## config.mk

```make
export PLATFORM = sky130hd
export DESIGN_NAME = spi_nor_flash_command_sequencer_unit
export DESIGN_NICKNAME = d
export VERILOG_FILES = /design/src/design/sfcs_pkg.sv /design/src/design/sfcs_front.sv /design/src/design/sfcs_queue.sv /design/src/design/sfcs_back.sv /design/src/design/spi_nor_flash_command_sequencer_unit.sv
export VERILOG_INCLUDE_DIRS = /design/src /design/src/design
export SDC_FILE = /design/constraint.sdc
export NUM_CORES = 1
export LEC_CHECK = 0
export ABC_CLOCK_PERIOD_IN_PS = 5500
export BUFFER_PORTS_ARGS = -buffer_cell sky130_fd_sc_hd__clkbuf_2
export CAP_MARGIN = 5
export CORE_MARGIN = 1
export CORE_UTILIZATION = 25
export CTS_CLUSTER_DIAMETER = 150
export DETAILED_ROUTE_END_ITERATION = 10
export GPL_TIMING_DRIVEN = 1
export PLACE_DENSITY = 0.47
export SETUP_SLACK_MARGIN = 0.02
export SLEW_MARGIN = 20
export SYNTH_ARGS = -nofsm -noshare
export SYNTH_HDL_FRONTEND = slang
export SYNTH_SLANG_ARGS = --single-unit
```

## constraint.sdc

```tcl
create_clock -name clock -period 5.5 [get_ports clock]
set_input_delay 0.275 -clock clock [delete_from_list [all_inputs] [get_ports clock]]
set_output_delay 0.275 -clock clock [all_outputs]
set_load 0.05 [all_outputs]
```

## src/design/spi_nor_flash_command_sequencer_unit_assert.svh

```systemverilog
// ----------------------------------------------------------------------------
// Assertion macros
// Shared concurrent assertion forms for the command sequencer modules.
// ----------------------------------------------------------------------------
`ifndef SPI_NOR_FLASH_COMMAND_SEQUENCER_UNIT_ASSERT_SVH
`define SPI_NOR_FLASH_COMMAND_SEQUENCER_UNIT_ASSERT_SVH

// Consequent must hold in the same cycle as the antecedent.
`define SFCS_ASSERT_SAME(label, clk, rst, ante, cons, msg) \
   label: assert property (@(posedge clk) disable iff (rst) (ante) |-> (cons)) \
      else $error(msg);

// Consequent must hold in the cycle after the antecedent.
`define SFCS_ASSERT_NEXT(label, clk, rst, ante, cons, msg) \
   label: assert property (@(posedge clk) disable iff (rst) (ante) |=> (cons)) \
      else $error(msg);

`endif

```

## src/design/sfcs_pkg.sv

```systemverilog
// ----------------------------------------------------------------------------
// SPI NOR flash command sequencer package
// Item types, result codes, flash opcodes and the job descriptor that passes
// from the front end to the back end.
// ----------------------------------------------------------------------------
package sfcs_pkg;

   typedef struct packed {
      logic [2:0]  req_type;
      logic [23:0] address;
      logic [15:0] count;
      logic [7:0]  data_byte;
   } sfcs_req_type;

   typedef struct packed {
      logic [2:0]  kind;
      logic [7:0]  spi_byte;
      logic        need_reply;
      logic [23:0] host_data;
      logic        last;
   } sfcs_rsp_type;

   localparam logic [2:0] REQ_READ_ID     = 3'd0;
   localparam logic [2:0] REQ_ERASE       = 3'd1;
   localparam logic [2:0] REQ_WRITE_START = 3'd2;
   localparam logic [2:0] REQ_WRITE_DATA  = 3'd3;
   localparam logic [2:0] REQ_READ_START  = 3'd4;
   localparam logic [2:0] REQ_RX_BYTE     = 3'd5;

   localparam logic [2:0] KIND_SPI     = 3'd0;
   localparam logic [2:0] KIND_RELEASE = 3'd1;
   localparam logic [2:0] KIND_HOST    = 3'd2;
   localparam logic [2:0] KIND_DONE    = 3'd3;
   localparam logic [2:0] KIND_REJECT  = 3'd4;

   localparam logic [7:0] OP_WREN   = 8'h06;
   localparam logic [7:0] OP_RDSR   = 8'h05;
   localparam logic [7:0] OP_READ   = 8'h03;
   localparam logic [7:0] OP_PROG   = 8'h02;
   localparam logic [7:0] OP_ERASE  = 8'h20;
   localparam logic [7:0] OP_RDID   = 8'h9F;
   localparam logic [7:0] BUSY_MASK = 8'h01;
   localparam logic [7:0] FILL_BYTE = 8'hFF;

   localparam int QUEUE_DEPTH = 2;

   typedef enum logic [3:0] {
      JOB_READ_ID,
      JOB_ERASE,
      JOB_DONE,
      JOB_REJECT,
      JOB_READ_START,
      JOB_WRITE_DATA,
      JOB_FILL,
      JOB_ID_DONE,
      JOB_POLL_END,
      JOB_READ_BYTE
   } sfcs_job_kind_type;

   typedef struct packed {
      sfcs_job_kind_type kind;
      logic [23:0]       address;
      logic [23:0]       value;
      logic              open_frame;
      logic              poll;
      logic              more;
   } sfcs_job_type;

endpackage

```

## src/design/sfcs_front.sv

```systemverilog
// ----------------------------------------------------------------------------
// Command sequencer front end
// Accepts request items, checks them against the operation mode, updates the
// operation state and queues at most one job descriptor for the back end.
// ----------------------------------------------------------------------------
module sfcs_front
   import sfcs_pkg::*;
#(
   parameter int PAGE_BYTES = 256
) (
   input  logic         clock,
   input  logic         reset,
   input  logic         req_valid,
   output logic         req_ready,
   input  sfcs_req_type req_data,
   input  logic         queue_full,
   output logic         push,
   output sfcs_job_type push_job
);

   localparam int PAGE_LOG2 = $clog2(PAGE_BYTES);

   typedef enum logic [2:0] {
      MODE_IDLE,
      MODE_ID,
      MODE_ERASE_POLL,
      MODE_WRITE,
      MODE_WRITE_POLL,
      MODE_READ
   } mode_type;

   mode_type     mode_ff, mode_in;
   logic [23:0]  addr_ff, addr_in;
   logic [15:0]  left_ff, left_in;
   logic [23:0]  id_acc_ff, id_acc_in;
   logic [1:0]   id_seen_ff, id_seen_in;
   logic         frame_open_ff, frame_open_in;
   logic         want_push;
   logic         accept;
   logic [23:0]  addr_inc;
   logic [15:0]  left_dec;
   logic [23:0]  acc_new;
   logic [1:0]   seen_new;
   sfcs_job_type job;

   assign req_ready = !queue_full;
   assign accept    = req_valid && req_ready;
   assign push      = accept && want_push;
   assign push_job  = job;
   assign addr_inc  = addr_ff + 24'd1;
   assign left_dec  = left_ff - 16'd1;
   assign acc_new   = {id_acc_ff[15:0], req_data.data_byte};
   assign seen_new  = id_seen_ff + 2'd1;

   always_comb begin
      mode_in       = mode_ff;
      addr_in       = addr_ff;
      left_in       = left_ff;
      id_acc_in     = id_acc_ff;
      id_seen_in    = id_seen_ff;
      frame_open_in = frame_open_ff;
      want_push     = 1'b1;
      job           = '0;
      job.kind      = JOB_REJECT;
      priority if (mode_ff == MODE_IDLE && req_data.req_type == REQ_READ_ID) begin
         id_acc_in  = '0;
         id_seen_in = '0;
         job.kind   = JOB_READ_ID;
         mode_in    = MODE_ID;
      end else if (mode_ff == MODE_IDLE && req_data.req_type == REQ_ERASE) begin
         job.kind    = JOB_ERASE;
         job.address = req_data.address;
         mode_in     = MODE_ERASE_POLL;
      end else if (mode_ff == MODE_IDLE && req_data.req_type == REQ_WRITE_START) begin
         if (req_data.count == 16'd0) begin
            job.kind = JOB_DONE;
         end else begin
            want_push     = 1'b0;
            addr_in       = req_data.address;
            left_in       = req_data.count;
            frame_open_in = 1'b0;
            mode_in       = MODE_WRITE;
         end
      end else if (mode_ff == MODE_IDLE && req_data.req_type == REQ_READ_START) begin
         job.kind    = JOB_READ_START;
         job.address = req_data.address;
         job.more    = (req_data.count != 16'd0);
         if (req_data.count != 16'd0) begin
            addr_in = req_data.address;
            left_in = req_data.count;
            mode_in = MODE_READ;
         end
      end else if (mode_ff == MODE_WRITE && req_data.req_type == REQ_WRITE_DATA) begin
         job.kind       = JOB_WRITE_DATA;
         job.address    = addr_ff;
         job.value      = {16'd0, req_data.data_byte};
         job.open_frame = !frame_open_ff;
         job.poll       = (left_dec == 16'd0) || (addr_inc[PAGE_LOG2-1:0] == '0);
         addr_in        = addr_inc;
         left_in        = left_dec;
         frame_open_in  = !job.poll;
         if (job.poll) begin
            mode_in = MODE_WRITE_POLL;
         end
      end else if (mode_ff == MODE_ID && req_data.req_type == REQ_RX_BYTE) begin
         id_acc_in  = acc_new;
         id_seen_in = seen_new;
         if (seen_new != 2'd3) begin
            job.kind = JOB_FILL;
         end else begin
            job.kind  = JOB_ID_DONE;
            job.value = acc_new;
            mode_in   = MODE_IDLE;
         end
      end else if ((mode_ff == MODE_ERASE_POLL || mode_ff == MODE_WRITE_POLL)
                   && req_data.req_type == REQ_RX_BYTE) begin
         if ((req_data.data_byte & BUSY_MASK) != 8'd0) begin
            job.kind = JOB_FILL;
         end else begin
            job.kind = JOB_POLL_END;
            job.more = (mode_ff == MODE_WRITE_POLL) && (left_ff != 16'd0);
            mode_in  = job.more ? MODE_WRITE : MODE_IDLE;
         end
      end else if (mode_ff == MODE_READ && req_data.req_type == REQ_RX_BYTE) begin
         job.kind  = JOB_READ_BYTE;
         job.value = {16'd0, req_data.data_byte};
         job.more  = (left_dec != 16'd0);
         addr_in   = addr_inc;
         left_in   = left_dec;
         if (left_dec == 16'd0) begin
            mode_in = MODE_IDLE;
         end
      end else begin
         job.kind = JOB_REJECT;
      end
   end

   always_ff @(posedge clock) begin
      if (reset) begin
         mode_ff       <= MODE_IDLE;
         addr_ff       <= '0;
         left_ff       <= '0;
         id_acc_ff     <= '0;
         id_seen_ff    <= '0;
         frame_open_ff <= 1'b0;
      end else if (accept) begin
         mode_ff       <= mode_in;
         addr_ff       <= addr_in;
         left_ff       <= left_in;
         id_acc_ff     <= id_acc_in;
         id_seen_ff    <= id_seen_in;
         frame_open_ff <= frame_open_in;
      end
   end

endmodule

```

## src/design/sfcs_queue.sv

```systemverilog
// ----------------------------------------------------------------------------
// Command sequencer job queue
// Short first-in first-out buffer of job descriptors between the front end
// and the back end.
// ----------------------------------------------------------------------------
module sfcs_queue
   import sfcs_pkg::*;
(
   input  logic         clock,
   input  logic         reset,
   input  logic         push,
   input  sfcs_job_type push_job,
   output logic         full,
   input  logic         pop,
   output logic         head_valid,
   output sfcs_job_type head_job
);

`include "spi_nor_flash_command_sequencer_unit_assert.svh"

   localparam int PTR_W = (QUEUE_DEPTH > 1) ? $clog2(QUEUE_DEPTH) : 1;
   localparam int CNT_W = $clog2(QUEUE_DEPTH + 1);
   localparam logic [PTR_W-1:0] PTR_LAST = PTR_W'(QUEUE_DEPTH - 1);
   localparam logic [CNT_W-1:0] CNT_FULL = CNT_W'(QUEUE_DEPTH);

   sfcs_job_type     entries_ff [QUEUE_DEPTH];
   logic [PTR_W-1:0] wr_ptr_ff, wr_ptr_in;
   logic [PTR_W-1:0] rd_ptr_ff, rd_ptr_in;
   logic [CNT_W-1:0] count_ff, count_in;

   assign full       = (count_ff == CNT_FULL);
   assign head_valid = (count_ff != '0);
   assign head_job   = entries_ff[rd_ptr_ff];

   always_comb begin
      wr_ptr_in = wr_ptr_ff;
      rd_ptr_in = rd_ptr_ff;
      count_in  = count_ff;
      if (push) begin
         wr_ptr_in = (wr_ptr_ff == PTR_LAST) ? '0 : wr_ptr_ff + PTR_W'(1);
      end
      if (pop) begin
         rd_ptr_in = (rd_ptr_ff == PTR_LAST) ? '0 : rd_ptr_ff + PTR_W'(1);
      end
      if (push && !pop) begin
         count_in = count_ff + CNT_W'(1);
      end else if (pop && !push) begin
         count_in = count_ff - CNT_W'(1);
      end
   end

   always_ff @(posedge clock) begin
      if (reset) begin
         wr_ptr_ff <= '0;
         rd_ptr_ff <= '0;
         count_ff  <= '0;
      end else begin
         wr_ptr_ff <= wr_ptr_in;
         rd_ptr_ff <= rd_ptr_in;
         count_ff  <= count_in;
      end
   end

   always_ff @(posedge clock) begin
      if (push) begin
         entries_ff[wr_ptr_ff] <= push_job;
      end
   end

   `SFCS_ASSERT_SAME(a_no_overflow, clock, reset, push, !full, "Job pushed into a full queue.")
   `SFCS_ASSERT_SAME(a_no_underflow, clock, reset, pop, head_valid, "Job popped from an empty queue.")
   `SFCS_ASSERT_SAME(a_count_in_range, clock, reset, 1'b1, count_ff <= CNT_FULL, "Queue count beyond its depth.")

endmodule

```

## src/design/sfcs_back.sv

```systemverilog
// ----------------------------------------------------------------------------
// Command sequencer back end
// Expands the job at the head of the queue into result items, one per cycle
// while the output is not stalled, through a registered output stage.
// ----------------------------------------------------------------------------
module sfcs_back
   import sfcs_pkg::*;
(
   input  logic         clock,
   input  logic         reset,
   input  logic         job_valid,
   input  sfcs_job_type job,
   output logic         pop,
   output logic         rsp_valid,
   input  logic         rsp_ready,
   output sfcs_rsp_type rsp_data
);

`include "spi_nor_flash_command_sequencer_unit_assert.svh"

   logic [3:0]   step_ff, step_in;
   logic [3:0]   vs;
   logic [3:0]   end_vs;
   logic         is_last;
   logic         issue;
   logic         rsp_valid_ff, rsp_valid_in;
   sfcs_rsp_type rsp_data_ff;
   sfcs_rsp_type res;

   function automatic sfcs_rsp_type spi_item(input logic [7:0] b, input logic reply);
      sfcs_rsp_type t;
      t            = '0;
      t.kind       = KIND_SPI;
      t.spi_byte   = b;
      t.need_reply = reply;
      return t;
   endfunction

   function automatic sfcs_rsp_type kind_item(input logic [2:0] k);
      sfcs_rsp_type t;
      t      = '0;
      t.kind = k;
      return t;
   endfunction

   function automatic sfcs_rsp_type host_item(input logic [23:0] v);
      sfcs_rsp_type t;
      t           = '0;
      t.kind      = KIND_HOST;
      t.host_data = v;
      return t;
   endfunction

   function automatic sfcs_rsp_type addr_item(input logic [23:0] a, input logic [3:0] sel);
      sfcs_rsp_type t;
      logic [1:0]   s;
      s = sel[1:0];
      unique case (s)
         2'd0:    t = spi_item(a[23:16], 1'b0);
         2'd1:    t = spi_item(a[15:8], 1'b0);
         default: t = spi_item(a[7:0], 1'b0);
      endcase
      return t;
   endfunction

   assign issue   = job_valid && (!rsp_valid_ff || rsp_ready);
   assign is_last = (vs == end_vs);
   assign pop     = issue && is_last;

   always_comb begin
      vs     = step_ff;
      end_vs = 4'd0;
      res    = kind_item(KIND_REJECT);
      unique case (job.kind)
         JOB_READ_ID: begin
            end_vs = 4'd1;
            res    = (vs == 4'd0) ? spi_item(OP_RDID, 1'b0) : spi_item(FILL_BYTE, 1'b1);
         end
         JOB_ERASE: begin
            end_vs = 4'd8;
            unique case (vs)
               4'd0:             res = spi_item(OP_WREN, 1'b0);
               4'd1:             res = kind_item(KIND_RELEASE);
               4'd2:             res = spi_item(OP_ERASE, 1'b0);
               4'd3, 4'd4, 4'd5: res = addr_item(job.address, vs - 4'd3);
               4'd6:             res = kind_item(KIND_RELEASE);
               4'd7:             res = spi_item(OP_RDSR, 1'b0);
               default:          res = spi_item(FILL_BYTE, 1'b1);
            endcase
         end
         JOB_DONE: begin
            res = kind_item(KIND_DONE);
         end
         JOB_REJECT: begin
            res = kind_item(KIND_REJECT);
         end
         JOB_READ_START: begin
            end_vs = job.more ? 4'd4 : 4'd5;
            unique case (vs)
               4'd0:             res = spi_item(OP_READ, 1'b0);
               4'd1, 4'd2, 4'd3: res = addr_item(job.address, vs - 4'd1);
               4'd4:             res = job.more ? spi_item(FILL_BYTE, 1'b1)
                                                : kind_item(KIND_RELEASE);
               default:          res = kind_item(KIND_DONE);
            endcase
         end
         JOB_WRITE_DATA: begin
            vs     = job.open_frame ? step_ff : step_ff + 4'd6;
            end_vs = job.poll ? 4'd9 : 4'd6;
            unique case (vs)
               4'd0:             res = spi_item(OP_WREN, 1'b0);
               4'd1:             res = kind_item(KIND_RELEASE);
               4'd2:             res = spi_item(OP_PROG, 1'b0);
               4'd3, 4'd4, 4'd5: res = addr_item(job.address, vs - 4'd3);
               4'd6:             res = spi_item(job.value[7:0], 1'b0);
               4'd7:             res = kind_item(KIND_RELEASE);
               4'd8:             res = spi_item(OP_RDSR, 1'b0);
               default:          res = spi_item(FILL_BYTE, 1'b1);
            endcase
         end
         JOB_FILL: begin
            res = spi_item(FILL_BYTE, 1'b1);
         end
         JOB_ID_DONE: begin
            end_vs = 4'd2;
            unique case (vs)
               4'd0:    res = kind_item(KIND_RELEASE);
               4'd1:    res = host_item(job.value);
               default: res = kind_item(KIND_DONE);
            endcase
         end
         JOB_POLL_END: begin
            end_vs = job.more ? 4'd0 : 4'd1;
            res    = (vs == 4'd0) ? kind_item(KIND_RELEASE) : kind_item(KIND_DONE);
         end
         JOB_READ_BYTE: begin
            end_vs = job.more ? 4'd1 : 4'd2;
            unique case (vs)
               4'd0:    res = host_item(job.value);
               4'd1:    res = job.more ? spi_item(FILL_BYTE, 1'b1)
                                       : kind_item(KIND_RELEASE);
               default: res = kind_item(KIND_DONE);
            endcase
         end
         default: begin
            res = kind_item(KIND_REJECT);
         end
      endcase
      res.last = (vs == end_vs);
   end

   always_comb begin
      step_in      = step_ff;
      rsp_valid_in = rsp_valid_ff;
      if (issue) begin
         step_in      = is_last ? 4'd0 : step_ff + 4'd1;
         rsp_valid_in = 1'b1;
      end else if (rsp_ready) begin
         rsp_valid_in = 1'b0;
      end
   end

   always_ff @(posedge clock) begin
      if (reset) begin
         step_ff      <= '0;
         rsp_valid_ff <= 1'b0;
      end else begin
         step_ff      <= step_in;
         rsp_valid_ff <= rsp_valid_in;
      end
   end

   always_ff @(posedge clock) begin
      if (issue) begin
         rsp_data_ff <= res;
      end
   end

   assign rsp_valid = rsp_valid_ff;
   assign rsp_data  = rsp_data_ff;

   `SFCS_ASSERT_SAME(a_step_has_job, clock, reset, step_ff != 4'd0, job_valid, "Job left the queue before its last result.")
   `SFCS_ASSERT_NEXT(a_step_advances, clock, reset, issue && !is_last, step_ff != 4'd0, "Job position failed to advance.")
   `SFCS_ASSERT_SAME(a_clean_fields, clock, reset, rsp_valid_ff && rsp_data_ff.kind != KIND_SPI, rsp_data_ff.spi_byte == 8'd0 && !rsp_data_ff.need_reply, "Serial byte fields set on a non-byte result.")

endmodule

```

## src/design/spi_nor_flash_command_sequencer_unit.sv

```systemverilog
// ----------------------------------------------------------------------------
// SPI NOR flash command sequencer
// Master-side sequencer that turns host requests into chip-select framed
// command bytes for a serial NOR flash: identifier read, sector erase, paged
// buffered write with status polling, and read.
// ----------------------------------------------------------------------------
//
//   Channel   Direction   Handshake             Payload
//   req_      in          req_valid/req_ready   sfcs_req_type
//   rsp_      out         rsp_valid/rsp_ready   sfcs_rsp_type
//
// A request is taken whenever the job queue has room, so items may arrive
// back to back. The back end emits one result per cycle while the result
// stage is not stalled, and an item yields from none (a write start with a
// non-zero count) up to ten results (a write byte that opens a program frame
// and ends a page). The two-entry job queue and the registered result stage
// let either side stall without the other.
// Reset clears the operation state, the queue and the result stage at once.
// PAGE_BYTES must be a power of two.
module spi_nor_flash_command_sequencer_unit
   import sfcs_pkg::*;
#(
   parameter int PAGE_BYTES = 256
) (
   input  logic         clock,
   input  logic         reset,
   input  logic         req_valid,
   output logic         req_ready,
   input  sfcs_req_type req_data,
   output logic         rsp_valid,
   input  logic         rsp_ready,
   output sfcs_rsp_type rsp_data
);

   logic         queue_full;
   logic         push;
   sfcs_job_type push_job;
   logic         pop;
   logic         head_valid;
   sfcs_job_type head_job;

   sfcs_front #(
      .PAGE_BYTES(PAGE_BYTES)
   ) u_front (
      .clock      (clock),
      .reset      (reset),
      .req_valid  (req_valid),
      .req_ready  (req_ready),
      .req_data   (req_data),
      .queue_full (queue_full),
      .push       (push),
      .push_job   (push_job)
   );

   sfcs_queue u_queue (
      .clock      (clock),
      .reset      (reset),
      .push       (push),
      .push_job   (push_job),
      .full       (queue_full),
      .pop        (pop),
      .head_valid (head_valid),
      .head_job   (head_job)
   );

   sfcs_back u_back (
      .clock     (clock),
      .reset     (reset),
      .job_valid (head_valid),
      .job       (head_job),
      .pop       (pop),
      .rsp_valid (rsp_valid),
      .rsp_ready (rsp_ready),
      .rsp_data  (rsp_data)
   );

endmodule

```

### Word-level counts from Yosys, hierarchy flattened

Memory sizes are Yosys's and may differ from the RTL's. A register that Yosys moved wholly into a read port is not among the register bits.
Cells that the tools add are included.

* add/sub/neg operators: 12
* multiply operators: 0
* divide/modulo/power cells: 0
* order comparisons: 0
* equality and inequality tests: 53
* shifts and indexed selects: 0
* multiplexer cells: 109
* bitwise operators: 2
* reduce and logical (&&, ||, !) cells: 55

Operators by type and width (number)
* $pmux W37 S9: 1
* $mux W24: 13
* $mux W16: 14
* $pmux W37 S6: 1
* $pmux W34 S2: 3
* $pmux W37 S5: 1
* $pmux W37 S3: 1
* $mux W51: 2
* $pmux W37 S2: 1
* $pmux W36 S2: 1
* $mux W28: 2
* $eq A4 B3 Y1 const B: 12
* $reduce_bool A16 Y1: 3
* $mux W4: 11
* $mux W3: 14
* $mux W36: 1
* $mux W35: 1
* $mux W33: 1
* $logic_not A16 Y1: 2
* $pmux W4 S7: 1
* $mux W27: 1
* $mux W1: 26
* $mux W26: 1
* $add A24 B1 Y24 const B: 1
* other kinds (42): 116

* flip-flop bits (word level): 108
* latch bits: 0
* memory bits (writable): 110
* ROM bits: 0
* input bits: 55
* output and inout bits: 39
* word-level logic and storage cells: 248
* memories: 1

Memories
* u_queue.entries_ff: words 2, width 55, rd ports 1, clocked after memory_dff 1, wr ports 1, RTL line sfcs_queue.sv:26 `sfcs_job_type entries_ff [QUEUE_DEPTH];`

### Longest topological paths before layout

* depth in word-level cells: 11
* mapped depth: 13
* mapped depth without buffers: 11

### Modules after synthesis

From an unflattened synthesis, not the netlist that was laid out.

* cell total of the unflattened synthesis: 1173
* area total of the unflattened synthesis: 11767.5 µm²

Modules (own cells, without submodules)
* sfcs_front: times used 1, cells an instance 627, area each 4458.0 µm², seq. area each 1241.2 µm²
* sfcs_queue: times used 1, cells an instance 193, area each 4196.5 µm², seq. area each 3403.3 µm²
* sfcs_back: times used 1, cells an instance 353, area each 3113.0 µm², seq. area each 1211.2 µm²

### Least setup slack after synthesis

Ideal clock, no wire load.

* path kind: register -> register
* from: reg u_queue.count_ff[0]
* to: mem u_queue.entries_ff[0][0] in the netlist's numbering, enable pin
* library setup time: 0.536 ns
* data arrival time: 4.940 ns
* data required time: 4.964 ns
* setup slack: 0.024 ns
* stages on the path, launching flop included: 4
* buffers on the path: 0
* clock period less this slack: 5.476 ns
* path through: dfxtp_1 -> nand2b_1 -> nand2_1 -> nor3_1

* cells in the longest elaborated chain, start to end: 6

RTL lines
* start, declared: RTL line sfcs_queue.sv:29 `logic [CNT_W-1:0] count_ff, count_in;`
* start signal, assigned: RTL line sfcs_queue.sv:60 `count_ff <= count_in;`
* $eq A2 B2 Y1: RTL line sfcs_queue.sv:31 `assign full = (count_ff == CNT_FULL);`
* $logic_not A1 Y1: RTL line sfcs_front.sv:46 `assign req_ready = !queue_full;`
* via req_ready: RTL line spi_nor_flash_command_sequencer_unit.sv:28 `output logic req_ready,`
* $logic_and A1 B1 Y1: RTL line sfcs_front.sv:47 `assign accept = req_valid && req_ready;`
* $logic_and A1 B1 Y1: RTL line sfcs_front.sv:48 `assign push = accept && want_push;`
* $mux W1: RTL line sfcs_queue.sv:65 `if (push) begin`
* $mux W1 (not written as such): RTL line sfcs_queue.sv:66 `entries_ff[wr_ptr_ff] <= push_job;`
* end, declared: RTL line sfcs_queue.sv:26

The timed path passes the listed nets, and every way through them passes these cells.

==> results.json <==
{
  "rsz0062_at_grt": "no",
  "routedLengthMet1_um": 15190,
  "insertion_delay_ns": 0.54,
  "fill_cells": 4767,
  "ys_seq_area_frac": 0.5117,
  "grt_max_degree": 78,
  "timing.setup.tns_ns": 0,
  "finClkSkew_ns": 0.01680,
  "cts_tree": "yes",
  "vias": 9005,
  "crit_path_end_kind": "flop",
  "cts_hold_buf": 1,
  "area_growth_pct": 16.18,
  "clk_path_buf_depth": 3,
  "via_per_inst": 4.961,
  "synth-seq-cells": 219,
  "max_cap_violations": 0,
  "gp_congestion": 0.8710,
  "syn-num-nets": 1219,
  "worstSetupPathType": "reg -> reg",
  "hold_path_class": "in -> reg",
  "numCtsBuffers": 26,
  "setup_viol": 0,
  "rows": 78,
  "finalNetCount": 1271,
  "synth-main-ff-cell": "edfxtp_1",
  "stdcell_count": 1815,
  "track_usage": 0.1342,
  "synth_area_um2": 11440,
  "hold_viol": 0,
  "io_pins": 94,
  "yosys-top-cells-area": "edfxtp_1 (39%), dfxtp_1 (13%), nand2_1 (3.7%)",
  "relSlewSlack": 0.3274,
  "postSynth.asyncResetShare": 0,
  "wl_per_cell_um": 17.53,
  "dieArea_um2": 46630,
  "leakage_nw": 4.590,
  "firstDrtPassIters": 6,
  "finalCritPeriodShare": 0.6661,
  "route.met2.wl_um": 14450,
  "synthCells": 1145,
  "io_buffers": 93,
  "wl_um": 31820,
  "synth_enable_flop_cells": 147,
  "most-common-layout-cells": "edfxtp_1 (147), nand2_1 (113), nor2_1 (113)",
  "drtAntennaViolNets": 0,
  "cts_root_buf": "clkbuf_16",
  "start_util": 0.2527,
  "core_um2": 45280,
  "grt_pass1_vias": 8598,
  "yosys_warnings": 0,
  "die_h_um": 216.0,
  "ir_worst_vdd_mv": 0.2309,
  "tightest_slew_ns": 1.005,
  "post_cts_buffers": 0,
  "cts_resized": 0,
  "highest_layer": "met5",
  "max_freq_mhz": 273.0,
  "syn_area_per_cell_um2": 9.994,
  "grt_pass1_wl_um": 50100,
  "arrival_ns": 4.12,
  "slew_viol_final": 0,
  "final_common_cell": "edfxtp_1",
  "yosysUniqueCellTypes": 79,
  "dp_hpwl_um": 21740,
  "yosys.area.top_type_share": 0.3857,
  "cts.sinks": 219,
  "dp_cells": 1767,
  "worst-endpoint-required_ns": 5.95,
  "htreeDepth": 1,
  "die_x_um": 216.0,
  "layout-drive-gt1-share": 0.1565,
  "status": "finished clean",
  "grt.overflow.total": 0,
  "startpoint_type": "flop",
  "layout_min_cycle_time_ns": 3.664,
  "antenna_found_initial": 3,
  "drt_iter0_drc": 806,
  "dr_wl_met3_um": 1373,
  "critPathMaxFanout": 42,
  "clk_pin_slew_ns": 0.06,
  "powerDensity_nw_per_um2": 451.9,
  "drc": 0,
  "yosysTopAreaCell": "edfxtp_1"
}
state kept, by name (all words and copies together), names as in the netlist, named ones only:
register and cells:
u_front.addr_ff 24, u_front.frame_open_ff 1, u_back.step_ff 4, u_front.left_ff 16, u_back.rsp_valid 1, u_queue.wr_ptr_ff 1, u_front.id_acc_ff 16, u_front.id_seen_ff 2
u_queue.entries_ff 110, u_front.mode_ff 3, u_queue.rd_ptr_ff 1, u_back.rsp_data 37, u_queue.count_ff 2
worst max-delay path, cell delays in order, from the launching register on:
cell and delay (ns):
dfxtp_4 0.71, buf_4 0.55, nor3_1 0.14, a21oi_1 0.44
a21oi_1 0.13, a211oi_1 0.29, xnor2_1 0.17, nand4_1 0.24
ha_1 0.42, or3_1 0.35, a21oi_1 0.14
Yosys cell counts (4+ instances only):
cell,number
a211oi_1,18
a21oi_1,77
a221oi_1,6
a222oi_1,4
a22o_1,26
a22oi_1,40
a32oi_1,4
and2_1,11
and3_1,22
buf_2,15
buf_4,4
clkbuf_1,56
dfxtp_1,72
edfxtp_1,147
ha_1,19
inv_1,17
mux2_2,28
mux2i_1,34
nand2_1,113
nand2b_1,11
nand3_1,36
nand4_1,8
nand4b_1,5
nor2_1,113
nor2b_1,9
nor3_1,26
nor3b_1,6
nor4_1,9
o211ai_1,6
o21a_1,4
o21ai_0,73
o221ai_1,4
o22ai_1,18
o31ai_1,7
or2_2,4
or3_1,9
or4_1,4
xnor2_1,12
xor2_1,5
metal layers:
layer | vias up | global-route usage
met5 | - | 0
li1 | 4423 | -
met1 | 4307 | 0.1879
met4 | 4 | 0.04131
met2 | 217 | 0.2122
met3 | 54 | 0.02016
per-stage QoR:
step | instance area [µm²] | worst slack (ns) | hold WS [ns] | utilization | total power, mW
2_1_floorplan | 11440 | 0.02405 | 0.4269 | - | 3.787
3_3_place_gp | 12420 | 1.880 | 0.4356 | 0.2743 | 4.334
3_5_place_dp | 12420 | 1.869 | 0.4422 | 0.2743 | 4.340
4_1_cts | 13280 | 1.843 | 0.008859 | 0.2933 | 6.084
5_1_grt | 13300 | 1.522 | 0.01923 | 0.2936 | 6.344
6_report | 13300 | 1.836 | 0.02693 | 0.2936 | 6.008
where the power goes:
part | switching, mW | internal (mW)
sequential | 0.155 | 2.11
combinational | 1.45 | 0.577
clock | 0.692 | 1.03
cell families after synthesis:
kind of cell / after synthesis / share of synthesized area
adders and majority gates: 20 / 0.02165
DFF: 219 / 0.5117
xor gates and xnor gates: 17 / 0.01301
AOI/OAI and AO/OA: 322 / 0.1848
and+or+nand+nor: 407 / 0.1753
muxes: 63 / 0.05850
buffers and inverters: 97 / 0.03510
area by class of cell:
cell class / count / area (µm²) / area share
flip-flops and latches: 219 / 5859 / 0.4407
well taps: 600 / 750.7 / 0.05647
inverters: 17 / 63.81 / 0.004800
clock inverters: 12 / 122.6 / 0.009223
multi-input cells: 829 / 5214 / 0.3921
repair buffers: 104 / 554.3 / 0.04169
diodes: 1 / 2.502 / 0.0001882
clock buffers: 33 / 728.2 / 0.05477
path summary, 6_finish.rpt:
kind | startpoint | end | slack, ns | depth (start not counted)
worst max-delay path | flop | u_queue.count_ff[1] | 1.84 | 10
worst min-delay path | req_data[25] | u_front.addr_ff[1] | 0.03 | 3
worst max register to register | flop | u_queue.count_ff[1] | 1.84 | 10
worst min register to register | u_front.id_acc_ff[10] | u_front.id_acc_ff[10] | 0.45 | 2
No activity file was read; power rests on OpenSTA's default activity.
